$ cat src/design/msi_coh_pkg.sv
// msi_coh_pkg: shared types for the msi snooping coherence block
// line states, bus message codes and sequencer states
// no dependencies
`timescale 1ns / 1ps

package msi_coh_pkg;

    typedef enum logic [1:0] {
        LS_I = 2'd0,
        LS_S = 2'd1,
        LS_M = 2'd2
    } line_st_t;

    typedef enum logic [1:0] {
        BUS_NONE  = 2'd0,
        BUS_RMISS = 2'd1,
        BUS_WMISS = 2'd2,
        BUS_INV   = 2'd3
    } bus_msg_t;

    typedef enum logic [2:0] {
        S_CLEAR,
        S_IDLE,
        S_MOD,
        S_OWN_RD,
        S_OWN_EV,
        S_SCAN,
        S_FINISH
    } seq_st_t;

    localparam logic OP_WRITE = 1'b1;

endpackage

$ cat src/design/msi_snooping_coherence.sv
// msi_snooping_coherence: msi line state tracking for direct-mapped caches on a snooping bus
// one tag/state memory walked by a small sequencer with one shared compare path
// depends on msi_coh_pkg
//
// request channel: req_valid / req_stall with op, cpu, address. response channel:
// rsp_valid / rsp_stall with hit, bus message, new state, writeback and mask fields.
// an item is taken when valid is high and stall is low at a rising clock edge.
// one item is worked on at a time; req_stall stays high until the sequencer is idle.
// steps per item: the requester's own entry is read (S_OWN_RD), then checked (S_OWN_EV),
// and the result is loaded into the response register (S_FINISH), which waits while the
// output register is still held by a stalled response. a bus message adds a snoop of every
// cache's entry in S_SCAN (one cache entry per cycle through the single memory port);
// LINES_PER_CACHE other than a power of two adds index reduction (S_MOD) in front.
// the next item is taken in S_IDLE, once the response has been loaded.
// the response is held in an output register; a stalled response keeps its
// value and the next item is already taken and worked on behind it.
// after reset the block clears the state memory, one entry per cycle, over
// NUM_CACHES rounded up to a power of two times LINES_PER_CACHE rounded up to a
// power of two entries (16 with defaults); req_stall is high during that pass.
`timescale 1ns / 1ps

module msi_snooping_coherence
    import msi_coh_pkg::*;
#(
    parameter int NUM_CACHES      = 4,
    parameter int LINES_PER_CACHE = 4,
    parameter int ADDR_BITS       = 16
)
(
    input  logic        clk,
    input  logic        rst_n,
    input  logic        req_valid,
    output logic        req_stall,
    input  logic        op,
    input  logic [1:0]  cpu,
    input  logic [15:0] address,
    output logic        rsp_valid,
    input  logic        rsp_stall,
    output logic        hit,
    output logic [1:0]  bus_message,
    output logic [1:0]  new_state,
    output logic        local_writeback,
    output logic [15:0] evicted_address,
    output logic        remote_writeback,
    output logic [1:0]  remote_cache,
    output logic [3:0]  downgraded_mask,
    output logic [3:0]  invalidated_mask
);

    localparam int CW       = $clog2(NUM_CACHES);
    localparam int IW       = (LINES_PER_CACHE > 1) ? $clog2(LINES_PER_CACHE) : 1;
    localparam int MW       = CW + IW;
    localparam int DEPTH    = 1 << MW;
    localparam int EW       = 2 + ADDR_BITS;
    localparam int PW       = 2 * ADDR_BITS;
    localparam bit IS_POW2  = ((LINES_PER_CACHE & (LINES_PER_CACHE - 1)) == 0);
    localparam logic [ADDR_BITS-1:0] RECIP =
        ADDR_BITS'((64'd1 << ADDR_BITS) / 64'(LINES_PER_CACHE));

    // tag and state memory, entry = {state, line address}
    logic [EW-1:0] mem [DEPTH];
    logic [EW-1:0] mem_rd_reg;
    logic          mem_we;
    logic [MW-1:0] mem_waddr;
    logic [EW-1:0] mem_wdata;
    logic          mem_re;
    logic [MW-1:0] mem_raddr;

    seq_st_t st_reg, st_next;
    logic [MW-1:0] clr_reg, clr_next;
    logic          rsp_valid_reg, rsp_valid_next;

    logic                 op_reg, op_next;
    logic [CW-1:0]        me_reg, me_next;
    logic [ADDR_BITS-1:0] addr_reg, addr_next;
    logic [ADDR_BITS-1:0] quo_reg, quo_next;
    logic [IW-1:0]        idx_reg, idx_next;
    logic                 cnt_reg, cnt_next;
    logic [CW-1:0]        scan_reg, scan_next;

    logic                 hit_reg, hit_next;
    bus_msg_t             bus_reg, bus_next;
    line_st_t             nst_reg, nst_next;
    logic                 lwb_reg, lwb_next;
    logic [ADDR_BITS-1:0] evict_reg, evict_next;
    logic                 rwb_reg, rwb_next;
    logic [CW-1:0]        rcache_reg, rcache_next;
    logic [3:0]           down_reg, down_next;
    logic [3:0]           inval_reg, inval_next;

    logic                 o_hit_reg, o_hit_next;
    bus_msg_t             o_bus_reg, o_bus_next;
    line_st_t             o_nst_reg, o_nst_next;
    logic                 o_lwb_reg, o_lwb_next;
    logic [15:0]          o_evict_reg, o_evict_next;
    logic                 o_rwb_reg, o_rwb_next;
    logic [1:0]           o_rcache_reg, o_rcache_next;
    logic [3:0]           o_down_reg, o_down_next;
    logic [3:0]           o_inval_reg, o_inval_next;

    logic                 accept;
    logic                 out_free;
    logic [ADDR_BITS-1:0] addr_in;
    logic [4:0]           cpu_ext;
    logic [CW-1:0]        me_in;
    logic [PW-1:0]        prod;
    logic [ADDR_BITS-1:0] quo_est;
    logic [IW:0]          rem_est;
    line_st_t             q_st;
    logic [ADDR_BITS-1:0] q_addr;
    logic                 q_match;
    logic                 own_hit;
    bus_msg_t             own_bus;
    logic                 scan_last;

    assign accept    = req_valid && !req_stall;
    assign out_free  = !rsp_valid_reg || !rsp_stall;
    assign addr_in   = ADDR_BITS'(address);
    assign cpu_ext   = 5'(cpu);
    assign me_in     = (cpu_ext >= 5'(NUM_CACHES)) ? CW'(cpu_ext - 5'(NUM_CACHES))
                                                   : CW'(cpu_ext);
    assign q_st      = line_st_t'(mem_rd_reg[EW-1 -: 2]);
    assign q_addr    = mem_rd_reg[ADDR_BITS-1:0];
    assign q_match   = (q_st != LS_I) && (q_addr == addr_reg);
    assign own_hit   = q_match;
    assign scan_last = (scan_reg == CW'(NUM_CACHES - 1));
    // quotient by reciprocal multiplication, at most one short of the true one,
    // so the remainder estimate needs a single compare and subtract
    assign prod      = PW'(addr_reg) * PW'(RECIP);
    assign quo_est   = prod[PW-1:ADDR_BITS];
    assign rem_est   = (IW + 1)'(addr_reg)
                     - (IW + 1)'(quo_reg) * (IW + 1)'(LINES_PER_CACHE);

    always_comb
    begin
        if (!own_hit)
            own_bus = (op_reg == OP_WRITE) ? BUS_WMISS : BUS_RMISS;
        else if (op_reg == OP_WRITE && q_st == LS_S)
            own_bus = BUS_INV;
        else
            own_bus = BUS_NONE;
    end

    // next state
    always_comb
    begin
        st_next = st_reg;
        case (st_reg)
            S_CLEAR:
            begin
                if (clr_reg == MW'(DEPTH - 1))
                    st_next = S_IDLE;
            end
            S_IDLE:
            begin
                if (accept)
                    st_next = IS_POW2 ? S_OWN_RD : S_MOD;
            end
            S_MOD:
            begin
                if (cnt_reg)
                    st_next = S_OWN_RD;
            end
            S_OWN_RD:
                st_next = S_OWN_EV;
            S_OWN_EV:
                st_next = (own_bus == BUS_NONE) ? S_FINISH : S_SCAN;
            S_SCAN:
            begin
                if (scan_last)
                    st_next = S_FINISH;
            end
            S_FINISH:
            begin
                if (out_free)
                    st_next = S_IDLE;
            end
            default:
                st_next = S_IDLE;
        endcase
    end

    // sequencer outputs: handshake and memory port control
    always_comb
    begin
        req_stall = (st_reg != S_IDLE);
        mem_we    = 1'b0;
        mem_waddr = {scan_reg, idx_reg};
        mem_wdata = mem_rd_reg;
        mem_re    = 1'b0;
        mem_raddr = {me_reg, idx_reg};
        case (st_reg)
            S_CLEAR:
            begin
                mem_we    = 1'b1;
                mem_waddr = clr_reg;
                mem_wdata = {LS_I, ADDR_BITS'(0)};
            end
            S_OWN_RD:
                mem_re = 1'b1;
            S_OWN_EV:
            begin
                mem_re    = 1'b1;
                mem_raddr = {CW'(0), idx_reg};
            end
            S_SCAN:
            begin
                mem_re    = !scan_last;
                mem_raddr = {CW'(scan_reg + CW'(1)), idx_reg};
                if (scan_reg == me_reg)
                begin
                    mem_we    = 1'b1;
                    mem_wdata = {nst_reg, addr_reg};
                end
                else if (q_match)
                begin
                    mem_we    = 1'b1;
                    if (bus_reg == BUS_RMISS)
                        mem_wdata = {((q_st == LS_M) ? LS_S : q_st), q_addr};
                    else
                        mem_wdata = {LS_I, q_addr};
                end
            end
            default:
            begin
            end
        endcase
    end

    // datapath next values
    always_comb
    begin
        clr_next       = clr_reg;
        rsp_valid_next = rsp_valid_reg && rsp_stall;
        op_next        = op_reg;
        me_next        = me_reg;
        addr_next      = addr_reg;
        quo_next       = quo_reg;
        idx_next       = idx_reg;
        cnt_next       = cnt_reg;
        scan_next      = scan_reg;
        hit_next       = hit_reg;
        bus_next       = bus_reg;
        nst_next       = nst_reg;
        lwb_next       = lwb_reg;
        evict_next     = evict_reg;
        rwb_next       = rwb_reg;
        rcache_next    = rcache_reg;
        down_next      = down_reg;
        inval_next     = inval_reg;
        o_hit_next     = o_hit_reg;
        o_bus_next     = o_bus_reg;
        o_nst_next     = o_nst_reg;
        o_lwb_next     = o_lwb_reg;
        o_evict_next   = o_evict_reg;
        o_rwb_next     = o_rwb_reg;
        o_rcache_next  = o_rcache_reg;
        o_down_next    = o_down_reg;
        o_inval_next   = o_inval_reg;

        case (st_reg)
            S_CLEAR:
                clr_next = MW'(clr_reg + MW'(1));
            S_IDLE:
            begin
                if (accept)
                begin
                    op_next   = op;
                    me_next   = me_in;
                    addr_next = addr_in;
                    cnt_next  = 1'b0;
                    idx_next  = IS_POW2 ? (IW'(addr_in) & IW'(LINES_PER_CACHE - 1)) : '0;
                end
            end
            S_MOD:
            begin
                cnt_next = 1'b1;
                if (!cnt_reg)
                    quo_next = quo_est;
                else if (rem_est >= (IW + 1)'(LINES_PER_CACHE))
                    idx_next = IW'(rem_est - (IW + 1)'(LINES_PER_CACHE));
                else
                    idx_next = IW'(rem_est);
            end
            S_OWN_EV:
            begin
                hit_next    = own_hit;
                bus_next    = own_bus;
                lwb_next    = !own_hit && (q_st == LS_M);
                evict_next  = (!own_hit && (q_st == LS_M)) ? q_addr : '0;
                if (own_bus == BUS_NONE)
                    nst_next = q_st;
                else
                    nst_next = (op_reg == OP_WRITE) ? LS_M : LS_S;
                rwb_next    = 1'b0;
                rcache_next = '0;
                down_next   = '0;
                inval_next  = '0;
                scan_next   = '0;
            end
            S_SCAN:
            begin
                scan_next = CW'(scan_reg + CW'(1));
                if (scan_reg != me_reg && q_match)
                begin
                    if (bus_reg == BUS_RMISS)
                    begin
                        if (q_st == LS_M)
                        begin
                            rwb_next    = 1'b1;
                            rcache_next = scan_reg;
                            down_next   = down_reg | (4'b0001 << scan_reg);
                        end
                    end
                    else
                    begin
                        if (q_st == LS_M)
                        begin
                            rwb_next    = 1'b1;
                            rcache_next = scan_reg;
                        end
                        inval_next = inval_reg | (4'b0001 << scan_reg);
                    end
                end
            end
            S_FINISH:
            begin
                if (out_free)
                begin
                    rsp_valid_next = 1'b1;
                    o_hit_next     = hit_reg;
                    o_bus_next     = bus_reg;
                    o_nst_next     = nst_reg;
                    o_lwb_next     = lwb_reg;
                    o_evict_next   = 16'(evict_reg);
                    o_rwb_next     = rwb_reg;
                    o_rcache_next  = 2'(rcache_reg);
                    o_down_next    = down_reg;
                    o_inval_next   = inval_reg;
                end
            end
            default:
            begin
            end
        endcase
    end

    always_ff @(posedge clk or negedge rst_n)
    begin
        if (!rst_n)
        begin
            st_reg        <= S_CLEAR;
            clr_reg       <= '0;
            rsp_valid_reg <= 1'b0;
        end
        else
        begin
            st_reg        <= st_next;
            clr_reg       <= clr_next;
            rsp_valid_reg <= rsp_valid_next;
        end
    end

    always_ff @(posedge clk)
    begin
        op_reg       <= op_next;
        me_reg       <= me_next;
        addr_reg     <= addr_next;
        quo_reg      <= quo_next;
        idx_reg      <= idx_next;
        cnt_reg      <= cnt_next;
        scan_reg     <= scan_next;
        hit_reg      <= hit_next;
        bus_reg      <= bus_next;
        nst_reg      <= nst_next;
        lwb_reg      <= lwb_next;
        evict_reg    <= evict_next;
        rwb_reg      <= rwb_next;
        rcache_reg   <= rcache_next;
        down_reg     <= down_next;
        inval_reg    <= inval_next;
        o_hit_reg    <= o_hit_next;
        o_bus_reg    <= o_bus_next;
        o_nst_reg    <= o_nst_next;
        o_lwb_reg    <= o_lwb_next;
        o_evict_reg  <= o_evict_next;
        o_rwb_reg    <= o_rwb_next;
        o_rcache_reg <= o_rcache_next;
        o_down_reg   <= o_down_next;
        o_inval_reg  <= o_inval_next;
    end

    // state memory, one write and one registered read per cycle
    always_ff @(posedge clk)
    begin
        if (mem_we)
            mem[mem_waddr] <= mem_wdata;
        if (mem_re)
            mem_rd_reg <= mem[mem_raddr];
    end

    assign rsp_valid        = rsp_valid_reg;
    assign hit              = o_hit_reg;
    assign bus_message      = o_bus_reg;
    assign new_state        = o_nst_reg;
    assign local_writeback  = o_lwb_reg;
    assign evicted_address  = o_evict_reg;
    assign remote_writeback = o_rwb_reg;
    assign remote_cache     = o_rcache_reg;
    assign downgraded_mask  = o_down_reg;
    assign invalidated_mask = o_inval_reg;

endmodule

$ cat config.mk
export PLATFORM = sky130hd
export DESIGN_NAME = msi_snooping_coherence
export DESIGN_NICKNAME = d
export VERILOG_FILES = /design/src/design/msi_coh_pkg.sv /design/src/design/msi_snooping_coherence.sv
export SDC_FILE = /design/constraint.sdc
export NUM_CORES = 1
export LEC_CHECK = 0
export CAP_MARGIN = 20
export CORE_MARGIN = 2
export CORE_UTILIZATION = 45
export DETAILED_ROUTE_END_ITERATION = 6
export DONT_BUFFER_PORTS = 1
export GPL_ROUTABILITY_DRIVEN = 0
export HOLD_SLACK_MARGIN = 0.05
export PLACE_DENSITY = 0.7
export SYNTH_ARGS = -nofsm -noshare
export SYNTH_HDL_FRONTEND = slang
export SYNTH_SLANG_ARGS = --single-unit
$ cat constraint.sdc
create_clock -name clk -period 3.6 [get_ports clk]
set_clock_uncertainty 0.2 [all_clocks]
set_input_delay 0.72 -clock clk [delete_from_list [all_inputs] [get_ports clk]]
set_output_delay 0.72 -clock clk [all_outputs]
set_load 0.02 [all_outputs]
==> run metrics <==
crit-path leading delay family simple AND/OR/NAND/NOR gates; min cycle time layout 3.04 ns; cell at the slowest stage of the critical path nor2_2; WS Path Type reg -> reg; Rel. slew slack approximately 33%; max-slew violations 0; Pre-Repair DR Iteration Count 6; dpl cells approximately 1500; most numerous cell in the Yosys netlist edfxtp_1; via/cell ratio 5.63; register area share after synthesis 75.5%; syn_area_per_cell around 16 um2; Crit path required time approximately 3.7 ns; Syn Std Cell Area 16000 um2; status finished, final reports clean; CTS tree done; warnings from Yosys 0; WHS 0.0787 ns; final worst slack 0.560 ns; placed cell areas 16900 um2; final instance area about 18000 um2; async set-reset flop share out of synthesis 1.98%; Max rail drop VDD 0.380 mV; Final Hold Vio Count 0; Num CTS Buffers 41; CP Buf/Inv Count 3; Pleak 6.13 nW; Initial Util between 40% and 50%; WP data arrival 3.13 ns; Setup Viol. Count Final 0; clock input transition at the sequential cells of the worst setup and hold paths approximately 0.060 ns; Cells after Synth 1014; number of I/O port buffers 0; CP max stage delay 0.63 ns; Critical Path End Type flip-flop; Synth area leaders edfxtp_1 74%, nand2_1 4.8%, mux2i_1 4.7%; CP max FO 15; Die Y 193 um; number of synthesized flops with an enable pin just under 400; 1st-iter DRT viols between 1000 and 1500; Largest register FFs 288; FP Rows 69; hold crit path type in -> reg; Max Clock Freq 0.329 GHz; Synth cell types 60; register bit total from synthesis about 400; Final Util about half; Startpoint Class flip-flop; CP cell instances nand2b_4 -> inv_4 -> nand2_8 -> inv_6 -> a22oi_4 -> nor2_2 -> buf_4 -> a32oi_1 -> and4_1; period utilization about 84%; Antenna Nets Post-Route 0; clk root buf clkbuf_16; vias post-DR 8850; Setup TNS 0 ns; largest net degree at the start of global routing 73; core region area 35300 um2; Post-Syn Nets 1042; Post-Route WL roughly 33 mm; Yosys top cell by area edfxtp_1; GRT Util Overall 18.3%; Total Power Consumption 15.5 mW; die area approximately 37000 um2; clock tree sinks a little over 400; vias in the first global route 8516; worst slew pin tran 0.996 ns; first-pass GRT wire length 51.1 mm; H-tree depth 2; Synth top area share 74.3%; power per cell area 850 nW/um2; die width a little under 200 um; Filler Cells Inserted 2790; hpwl dp 22.3 mm; initial antenna violation count 2; Final #Nets 1106; Max-Cap Viols 0; Routed WL per cell 21.3 um; Main synth FF type edfxtp_1; Post-CTS Resized 0; post-route insts no fill about 1600; clk_lat worst skew approximately 0.54 ns; share of cells above drive strength 1 15.2%; CTS max path bufs 3; most frequent cells after synthesis 396 x edfxtp_1, 203 x nand2_1, 75 x mux2i_1; I/O pin count 58; RSZ-0062 raised after global routing false; worst slack, placed between 0.5 and 0.6 ns; Remaining DRCs 0; GRT overflow 0; area delta synth->final 13.5%
-- kinds of logic (layout without fill, tap and decap cells) --
group	after synthesis	in the layout	synth area share, %
DFF	404	404	75.5
and+or+nand+nor	329	329	9.75
AOI/OAI and AO/OA	123	123	6.14
muxes	77	77	4.83
buffers and inverters	55	151	2.20
xor gates and xnor gates	21	21	1.15
adders and majority gates	5	5	0.391
other	0	2	0
-- worst reg2reg max path: stages, from the launching register on --
cell,delay [ns]
dfrtp_1,0.60
nand2b_4,0.25
inv_4,0.16
nand2_8,0.11
inv_6,0.12
a22oi_4,0.08
nor2_2,0.63
buf_4,0.27
a32oi_1,0.16
and4_1,0.22
-- final timing paths --
kind | startpoint | to | slack [ns] | depth (start not counted)
max | st_reg[2] | mem_rd_reg[8] | 0.56 | 9
min | address[10] | addr_reg[10] | 0.08 | 0
max reg2reg | st_reg[2] | mem_rd_reg[8] | 0.56 | 9
min reg2reg | evict_reg[15] | evicted_address[15] | 0.21 | 0
max in group asynchronous | rst_n | st_reg[2] | 2.55 | 1
min in group asynchronous | rst_n | rsp_valid | 0.36 | 1
-- placed cells by master (no fill, tap or decap), drive strengths merged, types with 4 or more instances in the layout --
cell type / netlist / layout
a21oi: 10 / 10
a32oi: 72 / 72
edfxtp: 396 / 396
nor4: 5 / 5
nor2b: 4 / 4
mux2i: 75 / 75
nand3b: 4 / 4
clkbuf: 16 / 49
ha: 5 / 5
dfrtp: 8 / 8
o31ai: 4 / 4
nor2: 43 / 43
inv: 7 / 11
buf: 32 / 68
and4: 18 / 18
or2: 4 / 4
nor3: 5 / 5
xnor2: 5 / 5
nand2: 204 / 204
nand2b: 7 / 7
o21ai: 20 / 20
and2: 18 / 18
xor2: 16 / 16
clkinv: 0 / 18
-- timing repair --
action,CTS,global route
endpoints found under the setup margin,0,0
hold buffers,1,0
endpoints found under the hold margin,8,0
setup buffers,0,0
-- power breakdown --
group          leakage (nW)  switching, mW  internal (mW)
clock network         0.621           1.70           2.32
logic                  1.81           2.95           1.38
registers              3.70          0.435           6.67
total                  6.13           5.08           10.4
-- area by class of cell --
| type | instances | area, um2 | area share (%) |
|---|---|---|---|
| sequential | 404 | 12100 | 66.5 |
| multi-input combinational | 555 | 3640 | 20.0 |
| clock buffer | 49 | 1060 | 5.81 |
| tap | 461 | 577 | 3.17 |
| timing repair buffer | 69 | 558 | 3.07 |
| clock inverter | 26 | 218 | 1.20 |
| inverter | 7 | 33.8 | 0.186 |
| antenna | 2 | 5.00 | 0.0275 |
-- routing by layer --
metal | wire length, um | vias to the layer above | share of wire, % | track usage, %
li1 | - | 4016 | - | -
met1 | 14900 | 4426 | 44 | 26.7
met2 | 15500 | 359 | 46 | 28.1
met3 | 2550 | 49 | 7.6 | 3.67
met4 | 556 | 0 | 1.7 | 4.52
met5 | 0 | - | 0 | 0
Power figures use the tool's default switching activity.
